## config.mk

```make
export PLATFORM = sky130hd
export DESIGN_NAME = first_fit_block_allocator
export DESIGN_NICKNAME = d
export VERILOG_FILES = /design/src/design/ffba_pkg.sv /design/src/design/first_fit_block_allocator.sv /design/src/design/ffba_ram.sv
export SDC_FILE = /design/constraint.sdc
export NUM_CORES = 2
export LEC_CHECK = 0
export ABC_AREA = 0
export BUFFER_PORTS_ARGS = -buffer_cell sky130_fd_sc_hd__buf_2
export CAP_MARGIN = 25
export CORE_AREA = 2 2 490 492
export CTS_CLUSTER_DIAMETER = 30
export DETAILED_ROUTE_END_ITERATION = 10
export DIE_AREA = 0 0 492 494
export GPL_TIMING_DRIVEN = 0
export SLEW_MARGIN = 10
export SYNTH_ARGS = -nofsm -noshare
export SYNTH_HDL_FRONTEND = slang
export SYNTH_SLANG_ARGS = --single-unit
```

## constraint.sdc

```tcl
create_clock -name clk -period 18.1 [get_ports clk]
set_input_delay 1.81 -clock clk [delete_from_list [all_inputs] [get_ports clk]]
set_output_delay 1.81 -clock clk [all_outputs]
set_load 0.05 [all_outputs]
```

## src/design/ffba_pkg.sv

```systemverilog
// Shared types and constants for the first-fit block allocator.
// No dependencies; used by first_fit_block_allocator and its testbench.
package ffba_pkg;

  // Default number of block table entries
  localparam int DEF_TABLE_ENTRIES = 32;

  // Configuration register layout
  localparam int CFG_IDX_W  = 1;
  localparam int CFG_DATA_W = 4;
  localparam logic [CFG_IDX_W-1:0] CFG_FREE_TYPE = 1'b0;
  localparam logic [CFG_IDX_W-1:0] CFG_USED_TYPE = 1'b1;
  localparam logic [3:0] FREE_TYPE_RESET = 4'd1;
  localparam logic [3:0] USED_TYPE_RESET = 4'd6;

  // Commands
  typedef enum logic [1:0] {
    CMD_ADD   = 2'd0,
    CMD_ALLOC = 2'd1,
    CMD_FREE  = 2'd2,
    CMD_SIZE  = 2'd3
  } cmd_t;

  // Result status codes
  localparam logic [1:0] ST_OK      = 2'd0;
  localparam logic [1:0] ST_NOMATCH = 2'd1;
  localparam logic [1:0] ST_FULL    = 2'd2;

  typedef struct packed {
    cmd_t        command;
    logic [31:0] request_addr;
    logic [31:0] request_size;
    logic [3:0]  region_type;
  } in_item_t;

  typedef struct packed {
    logic [31:0] result_addr;
    logic [31:0] result_size;
    logic [1:0]  status;
  } out_item_t;

endpackage

```

## src/design/first_fit_block_allocator.sv

```systemverilog
// First-fit block allocator: linked block table in one RAM, walked by a sequencer.
// Depends on ffba_pkg and ffba_ram.
//
//   channel | ports                          | transfer when
//   --------+--------------------------------+------------------------------
//   input   | start, busy, in_item           | start high and busy low
//   result  | out_valid, out_item            | out_valid high (one cycle)
//   config  | cfg_wr_en, cfg_index, cfg_wdata | cfg_wr_en high
//
// Add region completes without a walk. Allocate, free and get size walk the list
// one table entry per cycle through the RAM read port, visiting n blocks
// (n <= TABLE_ENTRIES); a split adds the S_SPLIT state for its
// second RAM write. The result appears in the cycle after completion.
// Synchronous active-low reset empties the list; table contents are not cleared.
// The receiver cannot stall; busy holds off new commands during a walk or split.
module first_fit_block_allocator
  #(
  parameter int TABLE_ENTRIES = ffba_pkg::DEF_TABLE_ENTRIES
) (
  input  logic                              clk,
  input  logic                              rst_n,
  input  logic                              start,
  output logic                              busy,
  input  ffba_pkg::in_item_t                in_item,
  output logic                              out_valid,
  output ffba_pkg::out_item_t               out_item,
  input  logic                              cfg_wr_en,
  input  logic [ffba_pkg::CFG_IDX_W-1:0]    cfg_index,
  input  logic [ffba_pkg::CFG_DATA_W-1:0]   cfg_wdata
);

  import ffba_pkg::*;

  localparam int LINK_W = $clog2(TABLE_ENTRIES + 1);
  localparam int ADDR_W = $clog2(TABLE_ENTRIES);
  localparam int WORD_W = 32 + 32 + 4 + LINK_W;
  localparam logic [LINK_W-1:0] NULL_LINK = LINK_W'(TABLE_ENTRIES);
  localparam logic [LINK_W-1:0] LAST_IDX  = LINK_W'(TABLE_ENTRIES - 1);

  typedef enum logic [2:0] {
    S_IDLE  = 3'b001,
    S_WALK  = 3'b010,
    S_SPLIT = 3'b100
  } state_t;

  state_t            state_r, state_nxt;
  logic [3:0]        free_code_r, used_code_r;
  logic [LINK_W-1:0] list_start_r, list_start_nxt;
  logic [LINK_W-1:0] eiu_r, eiu_nxt;
  logic [LINK_W-1:0] steps_r, steps_nxt;
  cmd_t              cmd_r, cmd_nxt;
  logic [31:0]       addr_r, addr_nxt;
  logic [31:0]       size_r, size_nxt;
  logic [31:0]       base_r, base_nxt;
  logic [31:0]       diff_r, diff_nxt;
  logic [LINK_W-1:0] link_r, link_nxt;
  logic              out_valid_r, out_valid_nxt;
  out_item_t         out_r, out_nxt;

  // Index of the entry whose data sits on the read port
  logic [LINK_W-1:0] cur_r, cur_nxt;

  // RAM signals
  logic              wr_en;
  logic [ADDR_W-1:0] wr_addr;
  logic [WORD_W-1:0] wr_data;
  logic [ADDR_W-1:0] rd_addr;
  logic [WORD_W-1:0] rd_data;

  // Fields of the entry under inspection
  logic [31:0]       e_base, e_len;
  logic [3:0]        e_kind;
  logic [LINK_W-1:0] e_link;
  logic [32:0]       len_diff;
  logic [31:0]       split_base;

  assign {e_base, e_len, e_kind, e_link} = rd_data;

  // Two adders: length minus request during the walk, base plus
  // difference during the split
  assign len_diff   = {1'b0, e_len} - {1'b0, size_r};
  assign split_base = base_r + diff_r;

  ffba_ram #(
    .WIDTH (WORD_W),
    .DEPTH (TABLE_ENTRIES)
  ) u_table (
    .clk     (clk),
    .wr_en   (wr_en),
    .wr_addr (wr_addr),
    .wr_data (wr_data),
    .rd_addr (rd_addr),
    .rd_data (rd_data)
  );

  // Follow the link while walking, else point at the list head
  assign rd_addr = (state_r == S_WALK) ? e_link[ADDR_W-1:0] : list_start_r[ADDR_W-1:0];

  // Sequencer
  always_comb begin
    logic done;
    done           = 1'b0;
    state_nxt      = state_r;
    list_start_nxt = list_start_r;
    eiu_nxt        = eiu_r;
    steps_nxt      = steps_r;
    cmd_nxt        = cmd_r;
    addr_nxt       = addr_r;
    size_nxt       = size_r;
    base_nxt       = base_r;
    diff_nxt       = diff_r;
    link_nxt       = link_r;
    out_valid_nxt  = 1'b0;
    out_nxt        = '0;
    wr_en          = 1'b0;
    wr_addr        = eiu_r[ADDR_W-1:0];
    wr_data        = rd_data;
    case (state_r)
      S_IDLE: begin
        if (start) begin
          cmd_nxt  = in_item.command;
          addr_nxt = in_item.request_addr;
          size_nxt = in_item.request_size;
          steps_nxt = '0;
          if (in_item.command == CMD_ADD) begin
            out_valid_nxt = 1'b1;
            if (eiu_r >= NULL_LINK) begin
              out_nxt.status = ST_FULL;
            end else begin
              // Push the new region at the list head
              wr_en          = 1'b1;
              wr_data        = {in_item.request_addr, in_item.request_size,
                                in_item.region_type, list_start_r};
              list_start_nxt = eiu_r;
              eiu_nxt        = eiu_r + 1'b1;
              out_nxt.status = ST_OK;
            end
          end else if (list_start_r >= NULL_LINK) begin
            out_valid_nxt  = 1'b1;
            out_nxt.status = ST_NOMATCH;
          end else begin
            state_nxt = S_WALK;
          end
        end
      end
      S_WALK: begin
        case (cmd_r)
          CMD_ALLOC: begin
            if (e_kind == free_code_r && !len_diff[32]) begin
              done          = 1'b1;
              out_valid_nxt = 1'b1;
              if (e_len == size_r) begin
                // Exact fit: retype in place
                wr_en              = 1'b1;
                wr_addr            = cur_r[ADDR_W-1:0];
                wr_data            = {e_base, e_len, used_code_r, e_link};
                out_nxt.result_addr = e_base;
                out_nxt.status     = ST_OK;
              end else if (eiu_r < LAST_IDX) begin
                // Shrink this block and link the new entry after it
                wr_en         = 1'b1;
                wr_addr       = cur_r[ADDR_W-1:0];
                wr_data       = {e_base, len_diff[31:0], e_kind, eiu_r};
                base_nxt      = e_base;
                diff_nxt      = len_diff[31:0];
                link_nxt      = e_link;
                out_valid_nxt = 1'b0;
                state_nxt     = S_SPLIT;
              end else begin
                out_nxt.status = ST_FULL;
              end
            end
          end
          CMD_FREE: begin
            if (e_base == addr_r) begin
              done           = 1'b1;
              out_valid_nxt  = 1'b1;
              wr_en          = 1'b1;
              wr_addr        = cur_r[ADDR_W-1:0];
              wr_data        = {e_base, e_len, free_code_r, e_link};
              out_nxt.status = ST_OK;
            end
          end
          CMD_SIZE: begin
            if (e_base == addr_r) begin
              done                = 1'b1;
              out_valid_nxt       = 1'b1;
              out_nxt.result_size = e_len;
              out_nxt.status      = ST_OK;
            end
          end
          default: begin
            done = 1'b1;
          end
        endcase
        if (!done) begin
          if (steps_r == LAST_IDX || e_link >= NULL_LINK) begin
            out_valid_nxt  = 1'b1;
            out_nxt.status = ST_NOMATCH;
            state_nxt      = S_IDLE;
          end else begin
            steps_nxt = steps_r + 1'b1;
          end
        end else if (state_nxt == S_WALK) begin
          state_nxt = S_IDLE;
        end
      end
      S_SPLIT: begin
        // Write the new used entry at the top end of the split block
        wr_en               = 1'b1;
        wr_data             = {split_base, size_r, used_code_r, link_r};
        eiu_nxt             = eiu_r + 1'b1;
        out_valid_nxt       = 1'b1;
        out_nxt.result_addr = split_base;
        out_nxt.status      = ST_OK;
        state_nxt           = S_IDLE;
      end
      default: begin
        state_nxt = S_IDLE;
      end
    endcase
  end

  // Track the entry being read: head on entry to the walk, then each link
  always_comb begin
    cur_nxt = cur_r;
    if (state_r == S_IDLE) begin
      cur_nxt = list_start_r;
    end else if (state_r == S_WALK) begin
      cur_nxt = e_link;
    end
  end

  // Control state
  always_ff @(posedge clk) begin
    if (!rst_n) begin
      state_r      <= S_IDLE;
      list_start_r <= NULL_LINK;
      eiu_r        <= '0;
      out_valid_r  <= 1'b0;
    end else begin
      state_r      <= state_nxt;
      list_start_r <= list_start_nxt;
      eiu_r        <= eiu_nxt;
      out_valid_r  <= out_valid_nxt;
    end
  end

  // Configuration registers
  always_ff @(posedge clk) begin
    if (!rst_n) begin
      free_code_r <= FREE_TYPE_RESET;
      used_code_r <= USED_TYPE_RESET;
    end else if (cfg_wr_en) begin
      case (cfg_index)
        CFG_FREE_TYPE: free_code_r <= cfg_wdata;
        CFG_USED_TYPE: used_code_r <= cfg_wdata;
        default: ;
      endcase
    end
  end

  // Payload and walk registers
  always_ff @(posedge clk) begin
    steps_r <= steps_nxt;
    cmd_r   <= cmd_nxt;
    addr_r  <= addr_nxt;
    size_r  <= size_nxt;
    base_r  <= base_nxt;
    diff_r  <= diff_nxt;
    link_r  <= link_nxt;
    cur_r   <= cur_nxt;
    if (out_valid_nxt) begin
      out_r <= out_nxt;
    end
  end

  assign busy      = (state_r != S_IDLE);
  assign out_valid = out_valid_r;
  assign out_item  = out_r;

  // A result only follows a transfer, the end of a walk or a split
  a_result_source: assert property (@(posedge clk) disable iff (!rst_n)
    out_valid_r |-> ($past(start && !busy) || $past(state_r != S_IDLE)))
    else $error("result without a command");

  // The fill count never passes the table size
  a_fill_bound: assert property (@(posedge clk) disable iff (!rst_n)
    eiu_r <= NULL_LINK)
    else $error("fill count beyond table size");

  // A split always leaves the last entry in reserve
  a_split_room: assert property (@(posedge clk) disable iff (!rst_n)
    (state_r == S_SPLIT) |-> (eiu_r < LAST_IDX))
    else $error("split without room");

  // A split returns to idle with a successful result in the cycle after
  a_split_done: assert property (@(posedge clk) disable iff (!rst_n)
    (state_r == S_SPLIT) |=> (state_r == S_IDLE && out_valid_r && out_r.status == ST_OK))
    else $error("split did not complete");

endmodule

```

## src/design/ffba_ram.sv

```systemverilog
// Generic single-write, single-read RAM with a registered read port.
// No dependencies.
module ffba_ram #(
  parameter int WIDTH = 8,
  parameter int DEPTH = 32
) (
  input  logic                     clk,
  input  logic                     wr_en,
  input  logic [$clog2(DEPTH)-1:0] wr_addr,
  input  logic [WIDTH-1:0]         wr_data,
  input  logic [$clog2(DEPTH)-1:0] rd_addr,
  output logic [WIDTH-1:0]         rd_data
);

  logic [WIDTH-1:0] mem [DEPTH];

  // Write port
  always_ff @(posedge clk) begin
    if (wr_en) begin
      mem[wr_addr] <= wr_data;
    end
  end

  // Registered read port
  always_ff @(posedge clk) begin
    rd_data <= mem[rd_addr];
  end

endmodule

```

* Word level (Yosys, flattened, before mapping)
Memory sizes are Yosys's and may differ from the RTL's. A register that Yosys moved wholly into a read port is not among the register bits. Index checks and enable logic that the tools add are counted.
Operators by class: multiplexer cells 77, $add $sub $neg 4, bitwise logic cells 3, order comparisons 4, equality and inequality tests 19, reductions and logical operators 16
Operators by type and width (number):
- $mux W74 | 3
- $pmux W74 S3 | 1
- $mux W42 | 3
- $mux W32 | 3
- $pmux W42 S2 | 1
- $eq A32 B32 Y1 | 2
- $pmux W32 S2 | 1
- $mux W5 | 8
- $mux W6 | 6
- $mux W3 | 11
- $sub A32 B32 Y33 | 1
- $add A32 B32 Y32 | 1
- $pmux W6 S2 | 2
- $mux W1 | 20
- $ge A6 B6 Y1 const B | 3
- $mux W2 | 8
- $ne A2 B2 Y1 const B | 7
- $add A6 B1 Y6 const B | 2
- $reduce_and A4 Y1 | 3
- $mux W10 | 1
- $pmux W5 S2 | 1
- $pmux W2 S2 | 2
- $eq A3 B2 Y1 const B | 2
- $eq A6 B5 Y1 const B | 1
- 20 further kinds | 30
Word-level totals: RAM bits 2368, word-level logic and storage cells 141, memories 1, bits of input ports 79, register bits after elaboration 237, output and inout bits 68
Memories:
- u_table.mem | words 32, width 74, read ports 1, clocked after memory_dff 1, wr ports 1, RTL line ffba_ram.sv:15 | logic [WIDTH-1:0] mem [DEPTH];

* Depth between registers and ports, before layout
depth after elaboration 10, gate-level depth with buffers 14

* Modules after synthesis
A second synthesis with hierarchy kept.
Unflattened totals: cells, all modules 5751, area, all modules 105665.1 sq um
Modules (own cells, without submodules):
- ffba_ram | cells an instance 4349, area an instance 91524.0 sq um, instances 1
- first_fit_block_allocator | cells an instance 1402, area an instance 14141.1 sq um, instances 1

* Worst setup path after synthesis
OpenSTA, ideal clock, no wires.
kind reg2reg, start reg size_r[0], end reg out_r (netlist bit out_item[0]), enable pin, clock period less this slack 10534 ps, buffers on the path 0, stages on the path, launching flop included 12, arrival 9815 ps, slack 7566 ps, path through edfxtp_1 > ha_1 > fa_1 > nand2b_1 > a211oi_1 > o21ai_1 > o211a_1 > o2bb2ai_1 > nor2_1 > a21oi_1 > nor2_1 > o311ai_0
Between the ends: cells in the longest elaborated chain, start to end 8, elaborated cells on any way between the ends 13, classes of those cells add/sub (1); eq/ne (1); mux (9); reduce/logical (2)
Ends and longest elaborated chain:
- start, declared | RTL line first_fit_block_allocator.sv:53 | logic [31:0] size_r, size_nxt;
- start signal, assigned | RTL line first_fit_block_allocator.sv:268 | size_r <= size_nxt;
- $sub A32 B32 Y33 | RTL line first_fit_block_allocator.sv:81 | assign len_diff = {1'b0, e_len} - {1'b0, size_r};
- $logic_not A1 Y1 | RTL line first_fit_block_allocator.sv:149 | if (e_kind == free_code_r && !len_diff[32]) begin
- $logic_and A1 B1 Y1 | RTL line first_fit_block_allocator.sv:149
- $mux W1 | RTL line first_fit_block_allocator.sv:149
- $pmux W1 S2 | RTL line first_fit_block_allocator.sv:147 | case (cmd_r)
- $mux W1, on equally long branches | RTL line first_fit_block_allocator.sv:197, first_fit_block_allocator.sv:118
- $mux W1 (*) | RTL line first_fit_block_allocator.sv:196 | if (!done) begin
- $pmux W1 S3 (*) | RTL line first_fit_block_allocator.sv:118 | case (state_r)
- via out_valid_nxt | RTL line first_fit_block_allocator.sv:57 | logic out_valid_r, out_valid_nxt;
- end signal, assigned | RTL line first_fit_block_allocator.sv:274 | out_r <= out_nxt;
- end, declared | RTL line first_fit_block_allocator.sv:58 | out_item_t out_r, out_nxt;
The timed path passes the listed nets; every way through them passes the cells marked *. The select of a mux whose other input is x is not followed. A chain may end at the register's enable or synchronous reset.

* Worst setup path in the final report
start in in_item[69] in the netlist's numbering, end mem u_table.mem[1][43] in the netlist's numbering, data pin
Between the ends: cells in the longest elaborated chain, start to end 4
Ends and longest elaborated chain:
- start, declared | RTL line first_fit_block_allocator.sv:24 | input ffba_pkg::in_item_t in_item,
- $logic_not A2 Y1 | RTL line first_fit_block_allocator.sv:125 | if (in_item.command == CMD_ADD) begin
- $mux W74 | RTL line first_fit_block_allocator.sv:125
- $mux W74 | RTL line first_fit_block_allocator.sv:120 | if (start) begin
- $pmux W74 S3 | RTL line first_fit_block_allocator.sv:118
- via u_table.wr_data[43] | RTL line ffba_ram.sv:10 | input logic [WIDTH-1:0] wr_data,
- end, declared | RTL line ffba_ram.sv:15
The timed path passes the listed nets, and every way through them passes these cells.

==> impl_summary.txt <==
----------------------------------------------------
[Yosys]
  Share of synthesized area occupied by flip-flops and latches ... 0.7471
  Number of distinct library cells after synthesis ... 84
  Largest area contributor in the netlist ... sky130_fd_sc_hd__edfxtp_1
  Asr flop ratio synth ... 0
  Post-synth design cell area ... 106,400 µm²
  Yosys top cell area share ... 0.7287
  Synth Register Bits ... 2,679
  Cells after Synth ... 5,864
  Synthesized area divided by synthesized cell count ... 18.14 µm²
  Most instantiated flip-flop cell in the synthesis netlist ... sky130_fd_sc_hd__edfxtp_1
  Mapped Nets ... 6,015
  Number of warnings reported in the yosys synthesis log ... 0
  Number of enable-type register cells in the synthesized netlist ... 2,581
  Top cells by area, synth ... sky130_fd_sc_hd__edfxtp_1 (73%), sky130_fd_sc_hd__mux4_2 (13%), sky130_fd_sc_hd__nand2_1 (3.0%)

[GRT]
  First-pass GRT wire length ... 442.8 mm
  Initial antenna violation count ... 21
  Pin count of the biggest net entering global routing ... 52
  Busiest layer in global routing ... met2
  Global-route met2 utilization ... 0.4056
  Met3 Use GR ... 0.04958
  Remaining Overflow, GRT ... 0
  Overall track demand over capacity in global routing ... 0.2559
  Number of global-route vias before repair ... 60,840
  Global Route met1 Usage ... 0.3465

[Layout]
  Final non-filler cell total ... 10,350
  Post-layout nets ... 6,893
  Ratio of cells with drive above 1 in the final layout ... 0.2727
  Utilization after layout ... 0.5596
  Area growth from synthesis to layout ... 24.90%

[Critical path]
  Startpoint Class ... primary input
  Data required time of the critical path ... 18.74 ns
  Signal arrival time at the worst endpoint ... 5.97 ns
  Worst path max stage delay ... 0.80 ns
  List of cells traversed by the critical path ... buf_2, nor3_1, and3_1, clkbuf_1, buf_2, buf_1, buf_1, a222oi_1, inv_1
  Crit end category ... flop
  Slowest stage cell on the critical path ... sky130_fd_sc_hd__inv_1
  Category of the most critical setup path ... primary input to flop
  Highest net fanout along the worst path ... 32

[Clock tree]
  Count of hold-fix buffers inserted at cts ... 0
  CTS tree ... done
  Maximum clock insertion buffer count ... 4
  Clock-pin slew on the worst setup and hold paths ... 0.05 ns
  Worst skew pair latency ... 1.03 ns
  Root buf cell ... sky130_fd_sc_hd__clkbuf_16
  Number of gates resized after cts ... 0
  Post-CTS Setup Repair Bufs ... 0
  H-tree depth ... 5
  Number of buffers inserted during clock tree synthesis ... 496
  CTS Sinks ... 2,679

[Floorplanning]
  Std-Cell Core Area ... 237,400 µm²
  Count of boundary I/O pins ... 147
  Initial cell density of the core ... 0.4480
  Horizontal extent of the die ... 492 µm
  Die H ... 494 µm
  Die area ... 243,000 µm²
  Number of cell rows ... 179

[STA]
  Post-route clock period utilization ... 0.2944
  Max-slew headroom ... 0.2557
  Clock skew after layout ... 0.08674 ns
  Hold Vio Cnt, Final ... 0
  Max Clock Freq ... 187.6 MHz
  Number of slew-limit violations in the final report ... 0
  Total of endpoints with negative setup slack in the final report ... 0
  RSZ-0062 raised after global routing ... false
  Slew at the pin with the worst max-slew slack ... 1.116 ns
  Crit path setup slack, layout ... 12.77 ns
  Period minus WS final ... 5.329 ns

[Route]
  Via count ... 60,800
  Routed wire length per instance ... 30.37 µm
  TritonRoute pass-1 iters ... 6
  Total wire length after detailed routing ... 314.1 mm
  Total DRC errors in the routed layout ... 0
  Violation count after the first detailed-routing iteration ... 7,273
  Vias per Instance ... 5.877
  Antenna violation net count after detailed routing ... 0

[Place]
  Estimated wirelength of the detail-placed design ... 220.7 mm
  Port buffer count ... 146
  Setup WS pre-CTS ... 11.71 ns
  Number of cells after detailed placement ... 9,375
  Final GP Congestion ... 0.9460

[Power]
  Power Density ... 129.5 nW/µm²
  Leak Pwr ... 46.13 nW
  VDD IR max ... 92.20 µV
  Sum of internal, switching and leakage power ... 17.21 mW

[Worst hold path]
  Hold/Removal Path Class ... flop to flop

[Run]
  Max-Cap Viols ... 0

[Status]
  Status ... finished, final reports clean

----------------------------------------------------
==> power breakdown <==
group          switching, mW  internal (mW)  leakage, nW
Combinational          0.626          0.265         13.8
Clock                   3.13           6.06         8.07
Sequential            0.0526           7.07         24.3
Total                   3.81           13.4         46.1
==> state kept, by name (all words and copies together), names as in the netlist, 5 cells and up <==
signal           count
diff_r              32
eiu_r                6
size_r              32
list_start_r         6
base_r              32
u_table.rd_data     74
link_r               6
u_table.mem       2368
addr_r              32
steps_r              6
cur_r                5
out_item            66
==> worst max-delay path: cells and delay by family <==
kind | cells | cell delay, ns
compound gates | 1 | 0.25
simple gates | 2 | 0.85
buf+inv | 6 | 3.03
==> placed cells by master, fill, tap and decap left out, types with 70 or more instances in the layout <==
cell type / instances
sky130_fd_sc_hd__buf_12: 103
sky130_fd_sc_hd__a21oi_1: 95
sky130_fd_sc_hd__clkbuf_1: 248
sky130_fd_sc_hd__ha_1: 70
sky130_fd_sc_hd__nor2_1: 81
sky130_fd_sc_hd__dfxtp_1: 98
sky130_fd_sc_hd__o21ai_0: 124
sky130_fd_sc_hd__nand2_1: 850
sky130_fd_sc_hd__clkinv_2: 71
sky130_fd_sc_hd__buf_2: 217
sky130_fd_sc_hd__nand3_1: 396
sky130_fd_sc_hd__mux4_2: 592
sky130_fd_sc_hd__clkbuf_16: 501
sky130_fd_sc_hd__xnor2_1: 75
sky130_fd_sc_hd__edfxtp_1: 2581
==> metrics by stage <==
step / TNS [ns] / instance area, µm² / hold WS [ns]
after global routing: 0 / 132800 / 0.5236
after floorplan: 0 / 106400 / 0.4244
after global placement: -0.09530 / 111100 / 0.4829
after detailed placement: 0 / 115400 / 0.4922
after CTS: 0 / 132200 / 0.4984
final: 0 / 132900 / 0.4990
==> per-layer routing <==
layer | up-vias | wire length [µm]
met1 | 31980 | 125500
met5 | - | 36
met3 | 510 | 25060
met2 | 2921 | 149800
li1 | 25390 | -
met4 | 6 | 13690
==> synthesized netlist by cell type, types with 4 or more instances <==
cell / count
sky130_fd_sc_hd__nand4_1: 26
sky130_fd_sc_hd__nor3_1: 14
sky130_fd_sc_hd__o2111ai_1: 4
sky130_fd_sc_hd__nand3_1: 396
sky130_fd_sc_hd__and3_1: 15
sky130_fd_sc_hd__o21bai_1: 8
sky130_fd_sc_hd__nand2_1: 850
sky130_fd_sc_hd__mux4_2: 592
sky130_fd_sc_hd__o22a_1: 10
sky130_fd_sc_hd__or3_1: 4
sky130_fd_sc_hd__a22o_1: 5
sky130_fd_sc_hd__a221o_1: 43
sky130_fd_sc_hd__inv_1: 61
sky130_fd_sc_hd__o21ai_0: 131
sky130_fd_sc_hd__a21oi_1: 101
sky130_fd_sc_hd__o211ai_1: 6
sky130_fd_sc_hd__a211oi_1: 10
sky130_fd_sc_hd__a222oi_1: 5
sky130_fd_sc_hd__ha_1: 70
sky130_fd_sc_hd__a22oi_1: 14
sky130_fd_sc_hd__o22ai_1: 5
sky130_fd_sc_hd__nor2_1: 121
sky130_fd_sc_hd__xnor2_1: 75
sky130_fd_sc_hd__nor3b_1: 5
sky130_fd_sc_hd__a21o_1: 61
sky130_fd_sc_hd__o31ai_1: 4
sky130_fd_sc_hd__edfxtp_1: 2581
sky130_fd_sc_hd__nor4_1: 5
sky130_fd_sc_hd__mux2i_1: 13
sky130_fd_sc_hd__a31oi_1: 17
sky130_fd_sc_hd__nand2b_1: 15
sky130_fd_sc_hd__clkbuf_1: 210
sky130_fd_sc_hd__nor2b_1: 10
sky130_fd_sc_hd__xor2_1: 24
sky130_fd_sc_hd__dfxtp_1: 98
sky130_fd_sc_hd__buf_2: 71
sky130_fd_sc_hd__buf_1: 32
sky130_fd_sc_hd__a21boi_0: 12
sky130_fd_sc_hd__o2bb2ai_1: 5
sky130_fd_sc_hd__and2_1: 41
sky130_fd_sc_hd__a221oi_1: 29
sky130_fd_sc_hd__a2bb2oi_1: 4
==> logic make-up after synthesis <==
group / after synthesis / synth area share
DFF: 2679 / 0.7471
xor gates and xnor gates: 99 / 0.008152
and+or+nand+nor: 1518 / 0.06209
muxes: 606 / 0.1267
adders and majority gates: 72 / 0.008611
AOI/OAI and AO/OA: 515 / 0.03330
buffers and inverters: 375 / 0.01407
==> cell type report <==
cell class	instances	area, µm²
Inverter	62	235.2
Tap cell	3167	3963
Clock buffer	567	12860
Multi-Input combinational cell	2810	25800
Sequential cell	2679	79470
Clock inverter	346	3934
Fill cell	18140	104500
Buffer	313	1289
Antenna cell	21	52.55
Timing Repair Buffer	380	5251
==> final timing paths <==
check,start,endpoint,slack [ns],depth (start not counted)
max reg2reg,addr_r[31],u_table.mem[17][15],12.79,13
min,used_code_r[1],used_code_r[1],0.50,2
min reg2reg,used_code_r[1],used_code_r[1],0.50,2
max,in_item[69],u_table.mem[1][43],12.77,9
No activity file was read; power rests on OpenSTA's default activity.
